`config.mk`:
```
export PLATFORM = sky130hd
export DESIGN_NAME = fwm_select
export DESIGN_NICKNAME = d
export VERILOG_FILES = /design/src/rtl/core/fwm_pkg.sv /design/src/rtl/core/fwm_select.sv
export SDC_FILE = /design/constraint.sdc
export NUM_CORES = 1
export LEC_CHECK = 0
export ABC_AREA = 1
export BUFFER_PORTS_ARGS = -buffer_cell sky130_fd_sc_hd__clkbuf_2
export CAP_MARGIN = 20
export CORE_ASPECT_RATIO = 0.75
export CORE_MARGIN = 2
export CORE_UTILIZATION = 50
export CTS_CLUSTER_DIAMETER = 200
export DETAILED_ROUTE_END_ITERATION = 7
export GPL_TIMING_DRIVEN = 0
export PLACE_DENSITY = 0.74
export SYNTH_ARGS = -nofsm -noshare
export SYNTH_HDL_FRONTEND = slang
export SYNTH_SLANG_ARGS = --single-unit
```
`constraint.sdc`:
```
create_clock -name clk -period 11.9 [get_ports clk]
set_clock_uncertainty 0.2 [all_clocks]
set_input_delay 0.595 -clock clk [delete_from_list [all_inputs] [get_ports clk]]
set_output_delay 0.595 -clock clk [all_outputs]
set_load 0.1 [all_outputs]
```
`src/rtl/core/fwm_pkg.sv`:
```
// ----------------------------------------------------------------------------
// fwm_pkg
// Shared constants and types for the forward window median filter.
// ----------------------------------------------------------------------------
package fwm_pkg;

    localparam int MAX_WINDOW = 8;
    localparam int MAX_WIDTH  = 1024;
    localparam int ROW_BITS   = $clog2(MAX_WINDOW);
    localparam int COL_BITS   = $clog2(MAX_WIDTH);
    localparam int ADDR_BITS  = ROW_BITS + COL_BITS;
    localparam int DEPTH      = MAX_WINDOW * MAX_WIDTH;

    // configuration register indexes
    localparam logic [1:0] REG_WINDOW_SIZE  = 2'd0;
    localparam logic [1:0] REG_IMAGE_WIDTH  = 2'd1;
    localparam logic [1:0] REG_IMAGE_HEIGHT = 2'd2;

    typedef enum logic [1:0] {
        T_IDLE,
        T_START,
        T_WAIT,
        T_EMIT
    } top_state_t;

    typedef enum logic [1:0] {
        SL_IDLE,
        SL_READ,
        SL_TAIL,
        SL_DONE
    } sel_state_t;

    // median request toward the selection unit
    typedef struct packed {
        logic        start;
        logic [9:0]  row;
        logic [9:0]  col;
        logic [3:0]  win;
        logic [10:0] hgt;
        logic [10:0] wid;
    } sel_req_t;

    // median response from the selection unit
    typedef struct packed {
        logic       done;
        logic [7:0] median;
    } sel_rsp_t;

endpackage

```
`src/rtl/core/fwm_select.sv`:
```
// ----------------------------------------------------------------------------
// fwm_select
// Median selection by radix search: eight passes over the clipped window,
// one bit of the result decided per pass, one line store read per cycle.
// ----------------------------------------------------------------------------
module fwm_select
    import fwm_pkg::*;
(
    input  logic                 clk,
    input  logic                 rst_n,
    input  sel_req_t             req,
    output sel_rsp_t             rsp,
    output logic [ADDR_BITS-1:0] rd_addr,
    input  logic [7:0]           rd_data
);

    sel_state_t state_reg, state_next;

    logic [9:0] row_reg, col_reg;
    logic [3:0] nrows_reg, ncols_reg;
    logic [2:0] roff_reg, coff_reg;
    logic [2:0] bit_reg;
    logic [6:0] rank_reg, cnt_reg;
    logic [7:0] prefix_reg;
    logic       rd_valid_reg;

    logic [10:0] rend, cend, h1, w1;
    logic [3:0]  nrows, ncols;
    logic [7:0]  nprod;
    logic [7:0]  hmask;
    logic        hit;
    logic [6:0]  cnt_fin;
    logic        scan_last;
    logic        issue;
    logic [9:0]  rd_row, rd_col;

    // window extent clipped at the bottom and right edges
    always_comb
    begin
        rend  = {1'b0, req.row} + {7'b0, req.win} - 11'd1;
        cend  = {1'b0, req.col} + {7'b0, req.win} - 11'd1;
        h1    = req.hgt - 11'd1;
        w1    = req.wid - 11'd1;
        if (h1 < rend)
        begin
            rend = h1;
        end
        if (w1 < cend)
        begin
            cend = w1;
        end
        nrows = 4'(rend - {1'b0, req.row} + 11'd1);
        ncols = 4'(cend - {1'b0, req.col} + 11'd1);
        nprod = nrows * ncols;
    end

    // compare of the returning value against the bits decided so far
    always_comb
    begin
        hmask   = 8'hFE << bit_reg;
        hit     = rd_valid_reg && (((rd_data ^ prefix_reg) & hmask) == 8'd0)
                  && !rd_data[bit_reg];
        cnt_fin = cnt_reg + {6'd0, hit};
    end

    assign scan_last = (roff_reg == 3'(nrows_reg - 4'd1))
                    && (coff_reg == 3'(ncols_reg - 4'd1));
    assign rd_row    = row_reg + {7'd0, roff_reg};
    assign rd_col    = col_reg + {7'd0, coff_reg};
    assign rd_addr   = {rd_row[ROW_BITS-1:0], rd_col};

    // next state
    always_comb
    begin
        state_next = state_reg;
        case (state_reg)
            SL_IDLE:
            begin
                if (req.start)
                begin
                    state_next = SL_READ;
                end
            end
            SL_READ:
            begin
                if (scan_last)
                begin
                    state_next = SL_TAIL;
                end
            end
            SL_TAIL:
            begin
                if (bit_reg == 3'd0)
                begin
                    state_next = SL_DONE;
                end
                else
                begin
                    state_next = SL_READ;
                end
            end
            SL_DONE:
            begin
                state_next = SL_IDLE;
            end
            default:
            begin
                state_next = SL_IDLE;
            end
        endcase
    end

    // outputs
    always_comb
    begin
        issue      = 1'b0;
        rsp.done   = 1'b0;
        rsp.median = prefix_reg;
        case (state_reg)
            SL_READ:
            begin
                issue = 1'b1;
            end
            SL_DONE:
            begin
                rsp.done = 1'b1;
            end
            default:
            begin
                issue = 1'b0;
            end
        endcase
    end

    // control state
    always_ff @(posedge clk or negedge rst_n)
    begin
        if (!rst_n)
        begin
            state_reg    <= SL_IDLE;
            rd_valid_reg <= 1'b0;
        end
        else
        begin
            state_reg    <= state_next;
            rd_valid_reg <= issue;
        end
    end

    // datapath
    always_ff @(posedge clk)
    begin
        case (state_reg)
            SL_IDLE:
            begin
                row_reg    <= req.row;
                col_reg    <= req.col;
                nrows_reg  <= nrows;
                ncols_reg  <= ncols;
                roff_reg   <= 3'd0;
                coff_reg   <= 3'd0;
                bit_reg    <= 3'd7;
                rank_reg   <= 7'(nprod >> 1);
                cnt_reg    <= 7'd0;
                prefix_reg <= 8'd0;
            end
            SL_READ:
            begin
                cnt_reg <= cnt_fin;
                if (coff_reg == 3'(ncols_reg - 4'd1))
                begin
                    coff_reg <= 3'd0;
                    roff_reg <= roff_reg + 3'd1;
                end
                else
                begin
                    coff_reg <= coff_reg + 3'd1;
                end
            end
            SL_TAIL:
            begin
                // decide this bit and restart the scan for the next one
                if (rank_reg >= cnt_fin)
                begin
                    prefix_reg[bit_reg] <= 1'b1;
                    rank_reg            <= rank_reg - cnt_fin;
                end
                cnt_reg  <= 7'd0;
                roff_reg <= 3'd0;
                coff_reg <= 3'd0;
                bit_reg  <= bit_reg - 3'd1;
            end
            default:
            begin
                cnt_reg <= 7'd0;
            end
        endcase
    end

endmodule

```
======== Word level (Yosys, flattened, before mapping) ========
Cells that the tools add are included.
operators by class
  add/sub/neg operators ................... 19
  multipliers ............................. 1
  $lt $le $gt $ge ......................... 5
  equality and inequality tests ........... 9
  shift operators ......................... 1
  mux-type cells .......................... 21
  bitwise gates (word level) .............. 3
  reductions and logical operators ........ 14
operators by type and width
  kind                                                                   count
  11-bit by 1-bit subtractor with 11-bit output (second input constant)  4
  10-bit by 4-bit adder with 11-bit output                               2
  11-bit < comparator                                                    2
  3-bit case mux with 2 select lines                                     3
  8-bit case mux with 2 select lines                                     1
  7-bit case mux with 2 select lines                                     1
  10-bit by 3-bit adder with 10-bit output                               1
  3-bit by 1-bit subtractor with 3-bit output (second input constant)    3
  4-bit by 1-bit adder with 4-bit output (second input constant)         2
  8-bit AND                                                              1
  8-bit zero test                                                        1
  4-bit by 4-bit multiplier with 8-bit output                            1
  4-bit two-way mux                                                      2
  8-bit two-way mux                                                      1
  2-bit != test (second input constant)                                  4
  8-bit OR                                                               1
  2-bit case mux with 4 select lines                                     1
  8-bit by 3-bit << shifter with 8-bit output (first input constant)     1
  4-bit subtractor                                                       2
  8-bit bitwise XOR                                                      1
  7-bit by 1-bit adder with 7-bit output                                 1
  7-bit greater-or-equal comparator                                      1
  7-bit two-way mux                                                      1
  7-bit subtractor                                                       1
  19 further kinds                                                       34
storage, ports and cells
  register bits ........................... 53
  bits of input ports ..................... 57
  logic and storage cells ................. 85

======== Longest topological paths before layout ========
Gate-level depths: netlist of run 1.
  word-level depth ........................ 9
  depth in mapped cells ................... 43
  gate-level depth less buffers ........... 43

======== Least setup slack after synthesis of run 1 ========
OpenSTA, ideal clock, no wires.
  path kind ............................... input port to flip-flop
  from .................................... in req[23] (netlist bit)
  to ...................................... reg rank_reg[5], data pin
  data arrival time ....................... 6.266 ns
  data required time ...................... 11.440 ns
  slack ................................... 5.174 ns
  stages .................................. 38
  buffers on the path ..................... 0
  cells stage by stage .................... inv_1 -> ha_1 -> inv_1 -> ha_1 -> inv_1 -> fa_1 -> o21ai_2 -> a21oi_1 -> o21ai_0 -> xor2_1 -> ha_1 -> nand2_1 -> nor2_2 -> nand2_1 -> nand3_2 -> nand2_1 -> o21ai_0 -> ha_1 -> [... 2 more ...] -> inv_1 -> fa_1 -> xnor2_1 -> inv_1 -> nand3_1 -> nand3_1 -> fa_1 -> inv_1 -> fa_1 -> inv_1 -> fa_1 -> inv_1 -> nand2_1 -> nand2_1 -> a21oi_1 -> xnor2_1 -> nand2_1 -> o21ai_0
between the ends
  word-level cells in the longest chain between the ends .. 8
  elaborated cells on any way between the ends .. 14
  those cells by class .................... add/sub: 8; mul: 1; order compare: 2; mux: 3
RTL lines
  what                                                              RTL line                            text
  start, declared                                                   fwm_select.sv:11                    input sel_req_t req,
  10-bit by 4-bit adder with 11-bit output (on tied branches)       fwm_select.sv:40, fwm_select.sv:41
  11-bit by 1-bit subtractor with 11-bit output (on tied branches)  fwm_select.sv:40, fwm_select.sv:41
  11-bit < comparator (on tied branches)                            fwm_select.sv:44, fwm_select.sv:48
  4-bit two-way mux (on tied branches)                              fwm_select.sv:44, fwm_select.sv:48
  4-bit subtractor (on tied branches)                               fwm_select.sv:52, fwm_select.sv:53
  4-bit by 1-bit adder with 4-bit output (on tied branches)         fwm_select.sv:52, fwm_select.sv:53
  4-bit by 4-bit multiplier with 8-bit output *                     fwm_select.sv:54                    nprod = nrows * ncols;
  7-bit case mux with 2 select lines *                              fwm_select.sv:153                   case (state_reg)
  end signal, assigned                                              fwm_select.sv:163                   rank_reg <= 7'(nprod >> 1);
  end signal, assigned                                              fwm_select.sv:186                   rank_reg <= rank_reg - cnt_fin;
  end, declared                                                     fwm_select.sv:23                    logic [6:0] rank_reg, cnt_reg;
Every way passes the cells marked *; elsewhere a longest branch is shown, timed or not.
A chain may end at the register's enable or synchronous reset.

======== Worst setup path in the final report of run 1 ========
  from .................................... in req[27] (netlist bit)
  to ...................................... reg rank_reg[5], data pin
between the ends
  word-level cells in the longest chain between the ends .. 8
RTL lines
  what                                           RTL line           text
  10-bit by 4-bit adder with 11-bit output       fwm_select.sv:41   cend = {1'b0, req.col} + {7'b0, req.win} - 11'd1;
  11-bit by 1-bit subtractor with 11-bit output  fwm_select.sv:41
  11-bit < comparator                            fwm_select.sv:48   if (w1 < cend)
  4-bit two-way mux                              fwm_select.sv:48
  4-bit subtractor *                             fwm_select.sv:53   ncols = 4'(cend - {1'b0, req.col} + 11'd1);
  4-bit by 1-bit adder with 4-bit output *       fwm_select.sv:53
  4-bit by 4-bit multiplier with 8-bit output *  fwm_select.sv:54
  7-bit case mux with 2 select lines *           fwm_select.sv:153
Marks and branches as above.

==> metrics.md, run 1 <==
| Metric | Value |
|---|---|
| Worst Tran Pin Value | `949 ps` |
| ANT nets after route | `0` |
| PortBufs | `78` |
| Vias | `4755` |
| Final hold vios | `0` |
| Worst ir drop on vdd | `0.130 mV` |
| Worst hold margin | `310 ps` |
| Clk root buf | `clkbuf_16` |
| Number of H-tree levels | `2` |
| Worst Path Required | `11750 ps` |
| Worst-path fanout max | `8` |
| DR vias/cell | `5.09` |
| Clock transition at path regs | `70 ps` |
| Remaining global-route overflow | `0` |
| Max reg flops | `10` |
| Crit share post-route | `60.5%` |
| Synth top area cells | `edfxtp_1 23%, ha_1 20%, inv_1 9.8%` |
| Syn_nets | `864` |
| GPL Wtd Cong | `0.879` |
| Setup total negative slack | `0 ps` |
| CTS Buf Count | `5` |
| Filler Cells Inserted | `1003` |
| Post-synth top area cell | `edfxtp_1` |
| Site Rows | `33` |
| Final instance area | `6320 um2` |
| Multi-input logic area | `3510 um2` |
| Max Cap Violations | `0` |
| PwrDens | `238 nW/um2` |
| Overall routing resource usage | `19.9%` |
| Area after DPL | `6170 um2` |
| Outcome | `finished clean` |
| Final min period | `7200 ps` |
| First-pass DRT Iterations | `5` |
| Core Area | `10900 um2` |
| CTS tree | `yes` |
| Achievable Freq | `0.139 GHz` |
| Mean Syn Cell Area | `7.90 um2` |
| Worst path bufs/invs | `10` |
| Hold crit path type | `in -> reg` |
| Startpoint class of the critical path | `primary input` |
| Share of layout cells above drive strength 1 | `14.6%` |
| Post-route insts no fill | `935` |
| Final WL | `11.5 mm` |
| Critical Path AT | `7050 ps` |
| Die width | `126 um` |
| Synth unique cells | `43` |
| Cts repair resizes | `0` |
| Clock tree buffer depth | `2` |
| Pin count of the biggest net entering global routing | `17` |
| Rel. slew slack | `36.7%` |
| DIE AREA | `12000 um2` |
| Post-synthesis sequential area ratio | `27.0%` |
| RSZ-0062 raised after global routing | `no` |
| Initial DRC count | `326` |
| Die H | `95.6 um` |
| Layout area overhead | `13.1%` |
| CP max stage cell | `fa_1` |
| Util after Layout | `58.0%` |
| Final nets | `951` |
| Clk_lat worst skew | `290 ps` |
| Vias in the first global route | `4568` |
| Cells after DPL | `926` |
| Family with the most delay on the worst path | `adder cells` |
| First-pass GRT wire length | `19.8 mm` |
| FF+latch area | `1510 um2` |
| Avg WL per Cell | `12.3 um` |
| Synth Warn # | `0` |
| Crit path top cell by count | `inv_1` |
| Starting density of the core | `51.3%` |
| Post-Syn Instances | `707` |
| Initial antenna violation count | `0` |
| Synth Cell Area | `5590 um2` |
| Detailed placement HPWL | `9.77 mm` |
| Post-synthesis register bit count | `53` |
| Fin. max-slew vios | `0` |
| Setup crit end kind | `flop` |
| Static Leakage | `3.34 nW` |
| Drt drc | `0` |
| Number of diodes | `0` |
| IO Pins | `79` |
| CP Class | `in -> reg` |
| Yosys top cell area share | `23.1%` |
| Clk sinks | `53` |
| Critical path's largest stage delay | `560 ps` |
| Final setup fails | `0` |
repair_timing:
action	CTS	global route
endpoints found under the hold margin	3	0
hold buffers	1	0
buffers inserted	0	0
area by class of cell:
cell class              count  area share (%)
flip-flops and latches     53            23.8
clock buffers               6            2.04
well taps                 140            2.77
repair buffers             80            6.45
plain buffers               3           0.238
multi-input cells         500            55.5
inverters                 151            8.97
clock inverters             2           0.218
logic make-up after synthesis:
| kind of cell | count (synthesis) | share of synthesized area (%) |
|---|---|---|
| fa+ha+maj | 100 | 23.9 |
| compound gates | 82 | 8.42 |
| flops | 53 | 27.0 |
| xor+xnor | 63 | 9.87 |
| simple gates | 255 | 20.5 |
| buf+inv | 154 | 10.4 |
power breakdown:
group          internal (W)  leakage, nW  switching [W]
combinational      0.000332         2.78       0.000693
sequential         0.000293        0.491      0.0000380
clock             0.0000786       0.0712      0.0000663
total              0.000704         3.34       0.000797
layer usage:
metal  track usage, %  wire, um
met4             4.03       121
met5                0         0
met1             26.3      5470
met3             2.81       546
met2             35.3      5330
synth_stat cells:
cell type,instances
inv_1,146
nand2_1,121
ha_1,89
nor2_1,60
edfxtp_1,43
a21oi_1,40
xnor2_1,33
nand3_1,30
xor2_1,30
o21ai_0,17
nand4_1,15
fa_1,11
dfxtp_1,7
a21o_1,6
nor3_1,6
inv_2,5
nor2_2,5
nand2_2,4
o22ai_1,4
buf_2,3
dfrtp_1,3
a21oi_2,2
a31oi_1,2
nand3_2,2
nand3b_1,2
nor3_2,2
o21ai_1,2
or2_2,2
a22o_1,1
a41oi_1,1
and2_1,1
and3_1,1
nand3_4,1
nor3_4,1
nor3b_1,1
nor4_2,1
o2111ai_1,1
o211ai_1,1
o21a_1,1
o21ai_2,1
o21bai_1,1
o22a_1,1
o31a_1,1
stage by stage:
stage / power (W) / worst slack (ps)
after detailed placement: 0.00135 / 4450
after floorplan: 0.00115 / 5170
after global routing: 0.00164 / 4140
final: 0.00150 / 4700
after global placement: 0.00131 / 4550
after CTS: 0.00150 / 4710
path summary, 6_finish.rpt:
path	cells after the start	slack, ps	to	startpoint
min in group asynchronous	2	430	state_reg[1]$_DFFE_PN0P_	rst_n
setup / recovery	38	4700	rank_reg[5]$_DFFE_PP_	req[27]
hold / removal	1	310	row_reg[2]$_DFFE_PP_	req[38]
max in group asynchronous	2	10960	state_reg[0]$_DFFE_PN0P_	rst_n
hold reg to reg	2	330	cnt_reg[6]$_SDFF_PN0_	cnt_reg[6]$_SDFF_PN0_
setup reg to reg	17	7470	prefix_reg[4]$_SDFFCE_PN0P_	bit_reg[0]$_SDFFCE_PN1P_
worst register-to-register path, cell delays in order, from the launching register on:
cell and delay [ps]:
edfxtp_1 470, inv_1 160, ha_1 250, inv_1 60
ha_1 130, a21oi_1 40, nor3b_1 200, nand4_1 120
nor2_1 130, ha_1 250, ha_1 240, nand4_1 130
xor2_1 180, ha_1 340, inv_1 90, nor3_1 190
nand2_1 90, a41oi_2 800
placed cells by master (no fill, tap or decap), drive strengths merged:
cell type / Yosys / layout
nand3b: 2 / 2
xor2: 30 / 30
clkbuf: 0 / 84
and3: 1 / 1
o2111ai: 1 / 1
a21oi: 42 / 42
a22o: 1 / 1
a31oi: 2 / 2
o21ai: 20 / 20
a41oi: 1 / 1
nand3: 33 / 33
o21bai: 1 / 1
clkinv: 0 / 1
nor3: 9 / 9
edfxtp: 43 / 43
or2: 2 / 2
xnor2: 33 / 33
ha: 89 / 89
o21a: 1 / 1
nor4: 1 / 1
nor3b: 1 / 1
and2: 1 / 1
nand4: 15 / 15
nand2: 125 / 125
fa: 11 / 11
dlygate4sd3: 0 / 1
o22ai: 4 / 4
o211ai: 1 / 1
dfxtp: 7 / 7
dfrtp: 3 / 3
buf: 3 / 4
inv: 151 / 152
o22a: 1 / 1
a21o: 6 / 6
o31a: 1 / 1
nor2: 65 / 65
No activity file was read; power rests on OpenSTA's default activity.
==> run 2: changes to the inputs <==
--- a/config.mk
+++ b/config.mk
@@ -5,7 +5,7 @@
 export SDC_FILE = /design/constraint.sdc
 export NUM_CORES = 1
 export LEC_CHECK = 0
-export ABC_AREA = 1
+export ABC_AREA = 0
 export BUFFER_PORTS_ARGS = -buffer_cell sky130_fd_sc_hd__clkbuf_2
 export CAP_MARGIN = 20
 export CORE_ASPECT_RATIO = 0.75
@@ -14,7 +14,7 @@
 export CTS_CLUSTER_DIAMETER = 200
 export DETAILED_ROUTE_END_ITERATION = 7
 export GPL_TIMING_DRIVEN = 0
-export PLACE_DENSITY = 0.74
+export PLACE_DENSITY = 0.77
 export SYNTH_ARGS = -nofsm -noshare
 export SYNTH_HDL_FRONTEND = slang
 export SYNTH_SLANG_ARGS = --single-unit
==> constraint.sdc (replaced) <==
create_clock -name clk -period 6.5 [get_ports clk]
set_clock_uncertainty 0.2 [all_clocks]
set_input_delay 0.325 -clock clk [delete_from_list [all_inputs] [get_ports clk]]
set_output_delay 0.325 -clock clk [all_outputs]
set_load 0.1 [all_outputs]
==> run 2 against run 1 <==
Compared with the run above:
- the flow now finishes with violations (setup timing)
- register-to-register slack worse by 5800 ps
- worst hold slack worse by 290 ps
- core utilization is 4.9 points higher
- sequential cell count stayed put
- power is 110% higher
- cell count is 11% lower
- non-clock buffer count is 19 higher
- largest power group unchanged
- highest routed layer unchanged
==> metrics.md, run 2 <==
| Metric | Value |
|---|---|
| Clk_lat worst skew | `290 ps (about the same)` |
| Core Area | `10400 um2 (-4.9%)` |
| PortBufs | `78 (unchanged)` |
| Number of H-tree levels | `2 (unchanged)` |
| Synth Cell Area | `5370 um2 (-3.9%)` |
| Ys flop type | `edfxtp_1` |
| ANT nets after route | `0 (unchanged)` |
| Achievable Freq | `0.137 GHz` |
| Number of flops mapped to enable cells by yosys | `43 (unchanged)` |
| Clock tree buffer depth | `2 (unchanged)` |
| Layout area overhead | `21.4%` |
| CTS Buf Count | `5 (unchanged)` |
| Top cells by count, synth | `92 x inv_1, 89 x ha_1, 44 x nor2_1` |
| Static Leakage | `3.10 nW (-7.3%)` |
| Filler Cells Inserted | `850 (-15%)` |
| Most frequent cells in the layout | `79 x ha_1, 78 x inv_1, 75 x clkbuf_2` |
| Family with the most delay on the worst path | `adder cells` |
| Synth top area cells | `edfxtp_1 24%, ha_1 21%, inv_1 6.4%` |
| Site Rows | `32 (-3.0%)` |
| Rel. slew slack | `46.9% (+10 points)` |
| Final min period | `7300 ps` |
| Starting density of the core | `51.8% (+0.54 points)` |
| Initial antenna violation count | `0 (unchanged)` |
| Fin. max-slew vios | `0 (unchanged)` |
| Setup crit end kind | `flop` |
| PwrDens | `485 nW/um2 (+100%)` |
| Setup WS post-layout | `-795 ps (-5490 ps)` |
| Util after Layout | `62.9% (+4.9 points)` |
| Post-synth top area cell | `edfxtp_1` |
| CTS tree | `yes` |
| Worst path bufs/invs | `7 (-3)` |
| First-pass GRT wire length | `19.9 mm (+0.56%)` |
| Setup total negative slack | `-3210 ps (-3210 ps)` |
| Number of diodes | `0 (unchanged)` |
| Worst Tran Pin Value | `797 ps (-152 ps)` |
| Final nets | `852 (-10%)` |
| Post-Syn Instances | `594 (-16%)` |
| Drt drc | `0 (unchanged)` |
| Crit path top cell by count | `ha_1` |
| Die H | `93.8 um (-1.9%)` |
| GPL Wtd Cong | `0.862 (-1.9%)` |
| Max Cap Violations | `0 (unchanged)` |
| Most frequent cell after synthesis | `inv_1` |
| Share of layout cells above drive strength 1 | `23.1% (+8.5 points)` |
| First-pass DRT Iterations | `4 (-1)` |
| Critical path's largest stage delay | `490 ps (-70 ps)` |
| Area after DPL | `6060 um2 (-1.7%)` |
| Vias | `4478 (-5.8%)` |
| Detailed placement HPWL | `9.58 mm (-2.0%)` |
| Die width | `124 um (-1.9%)` |
| Post-synthesis sequential area ratio | `28.0% (+1.1 points)` |
| DIE AREA | `11600 um2 (-3.7%)` |
| Most common cell after layout, fill and taps aside | `ha_1` |
| Final instance area | `6520 um2 (+3.2%)` |
| Final WL | `12.1 mm (+5.6%)` |
| Yosys top cell area share | `24.0% (+0.93 points)` |
| Violated checks | `setup timing` |
| Avg WL per Cell | `14.6 um (+19%)` |
| Syn_nets | `751 (-13%)` |
| Worst hold margin | `19.6 ps (-290 ps)` |
| Synth Warn # | `0 (unchanged)` |
| Max reg flops | `10 (unchanged)` |
| CP max stage cell | `fa_1` |
| Hold crit path type | `in -> reg` |
| DR vias/cell | `5.38 (+5.8%)` |
| Worst Path Required | `6330 ps (-5420 ps)` |
| Clk root buf | `clkbuf_16` |
| Post-synthesis register bit count | `53 (unchanged)` |
| Worst ir drop on vdd | `0.314 mV (+140%)` |
| Synth unique cells | `54 (+26%)` |
| Overall routing resource usage | `21.1% (+1.2 points)` |
| Final hold vios | `0 (unchanged)` |
| Initial DRC count | `251 (-23%)` |
| Vias in the first global route | `4487 (-1.8%)` |
| Clk sinks | `53 (unchanged)` |
| Clock transition at path regs | `70 ps (about the same)` |
| Pin count of the biggest net entering global routing | `16 (-1)` |
| Critical Path AT | `7130 ps (+80 ps)` |
| Final setup fails | `5 (+5)` |
| CP Class | `in -> reg` |
| RSZ-0062 raised after global routing | `yes` |
| Outcome | `finished with violations` |
| Mean Syn Cell Area | `9.04 um2 (+14%)` |
| IO Pins | `79 (unchanged)` |
| Startpoint class of the critical path | `primary input` |
| Crit share post-route | `112%` |
| Worst-path fanout max | `6 (-2)` |
| Remaining global-route overflow | `0 (unchanged)` |
| Fraction of registers with async set/reset | `5.66% (unchanged)` |
[run 2: cell count changes after synthesis, moves of 9 or more]
cell,before,now
nor3_1,6,15
a21oi_1,40,25
nand4_1,15,5
nand3_1,30,8
nand2_1,121,39
nor2b_1,0,10
inv_1,146,92
nor2_1,60,44
[run 2: path summary, 6_finish.rpt]
path / start / endpoint / slack (ps) / cells after the start
setup / recovery: req[24] / rank_reg[6]$_DFFE_PP_ / -800 / 37
hold / removal: req[28] / col_reg[2]$_DFFE_PP_ / 20 / 1
setup reg to reg: bit_reg[0]$_SDFFCE_PN1P_ / rank_reg[3]$_DFFE_PP_ / 1690 / 16
hold reg to reg: cnt_reg[6]$_SDFF_PN0_ / cnt_reg[6]$_SDFF_PN0_ / 360 / 2
max in group asynchronous: rst_n / state_reg[0]$_DFFE_PN0P_ / 5800 / 2
min in group asynchronous: rst_n / rd_valid_reg$_DFF_PN0_ / 170 / 2
[run 2: power breakdown]
group / switching [W] / internal [W] / total, W
Clock: 0.000117 / 0.000143 / 0.000261
Combinational: 0.00141 / 0.000901 / 0.00231
Sequential: 0.0000627 / 0.000534 / 0.000597
[run 2: area by class of cell]
cell class                 instances  area [um2]  area share [%]
buffer                             8        37.5           0.576
clock buffer                       7         133            2.03
clock inverter                     1        7.51           0.115
inverter                          92         368            5.64
multi-input combinational        441        3730            57.2
sequential                        53        1510            23.1
tap                              136         170            2.61
timing repair buffer              94         567            8.69
[run 2: stage by stage]
step | std cells | worst slack [ps] | total power, W
final | 832 | -795 | 0.00316
after global routing | 832 | -1110 | 0.00338
after CTS | 826 | -800 | 0.00294
after detailed placement | 809 | -1380 | 0.00253
after global placement | 808 | -1270 | 0.00246
after floorplan | 594 | -658 | 0.00215
[run 2: worst reg2reg max path, cell delays in order (launching register included)]
cell and delay, ps:
edfxtp_1 390, clkbuf_1 380, inv_1 150, ha_1 250, ha_1 200, a22oi_1 170
o21ai_0 130, nor3_1 210, ha_1 240, ha_1 220, xnor2_1 110, ha_1 360
o21ai_0 140, a21boi_0 280, o21a_1 170, o21a_1 170, o31a_1 680
[run 2: logic make-up after synthesis]
kind of cell | share of synthesized area, %
and+or+nand+nor | 14.4
DFF | 28.0
buffers and inverters | 7.01
muxes | 1.40
AOI/OAI and AO/OA | 12.7
adders and majority gates | 24.8
xor gates and xnor gates | 11.6
[run 2: repair_timing]
action,CTS,global route
pin swaps,32,37
endpoints found under the hold margin,3,0
buffers inserted,8,7
resized for setup,27,30
hold buffers,1,0
endpoints found under the setup margin,5,5
gates cloned,0,0
[run 2: layer usage]
layer | part of all wire, % | vias up | track usage [%]
met1 | 45 | 2121 | 26.1
li1 | - | 2249 | -
met3 | 3.3 | 20 | 2.37
met5 | 0 | - | 0
met4 | 1.8 | 0 | 5.30
met2 | 50 | 88 | 38.8
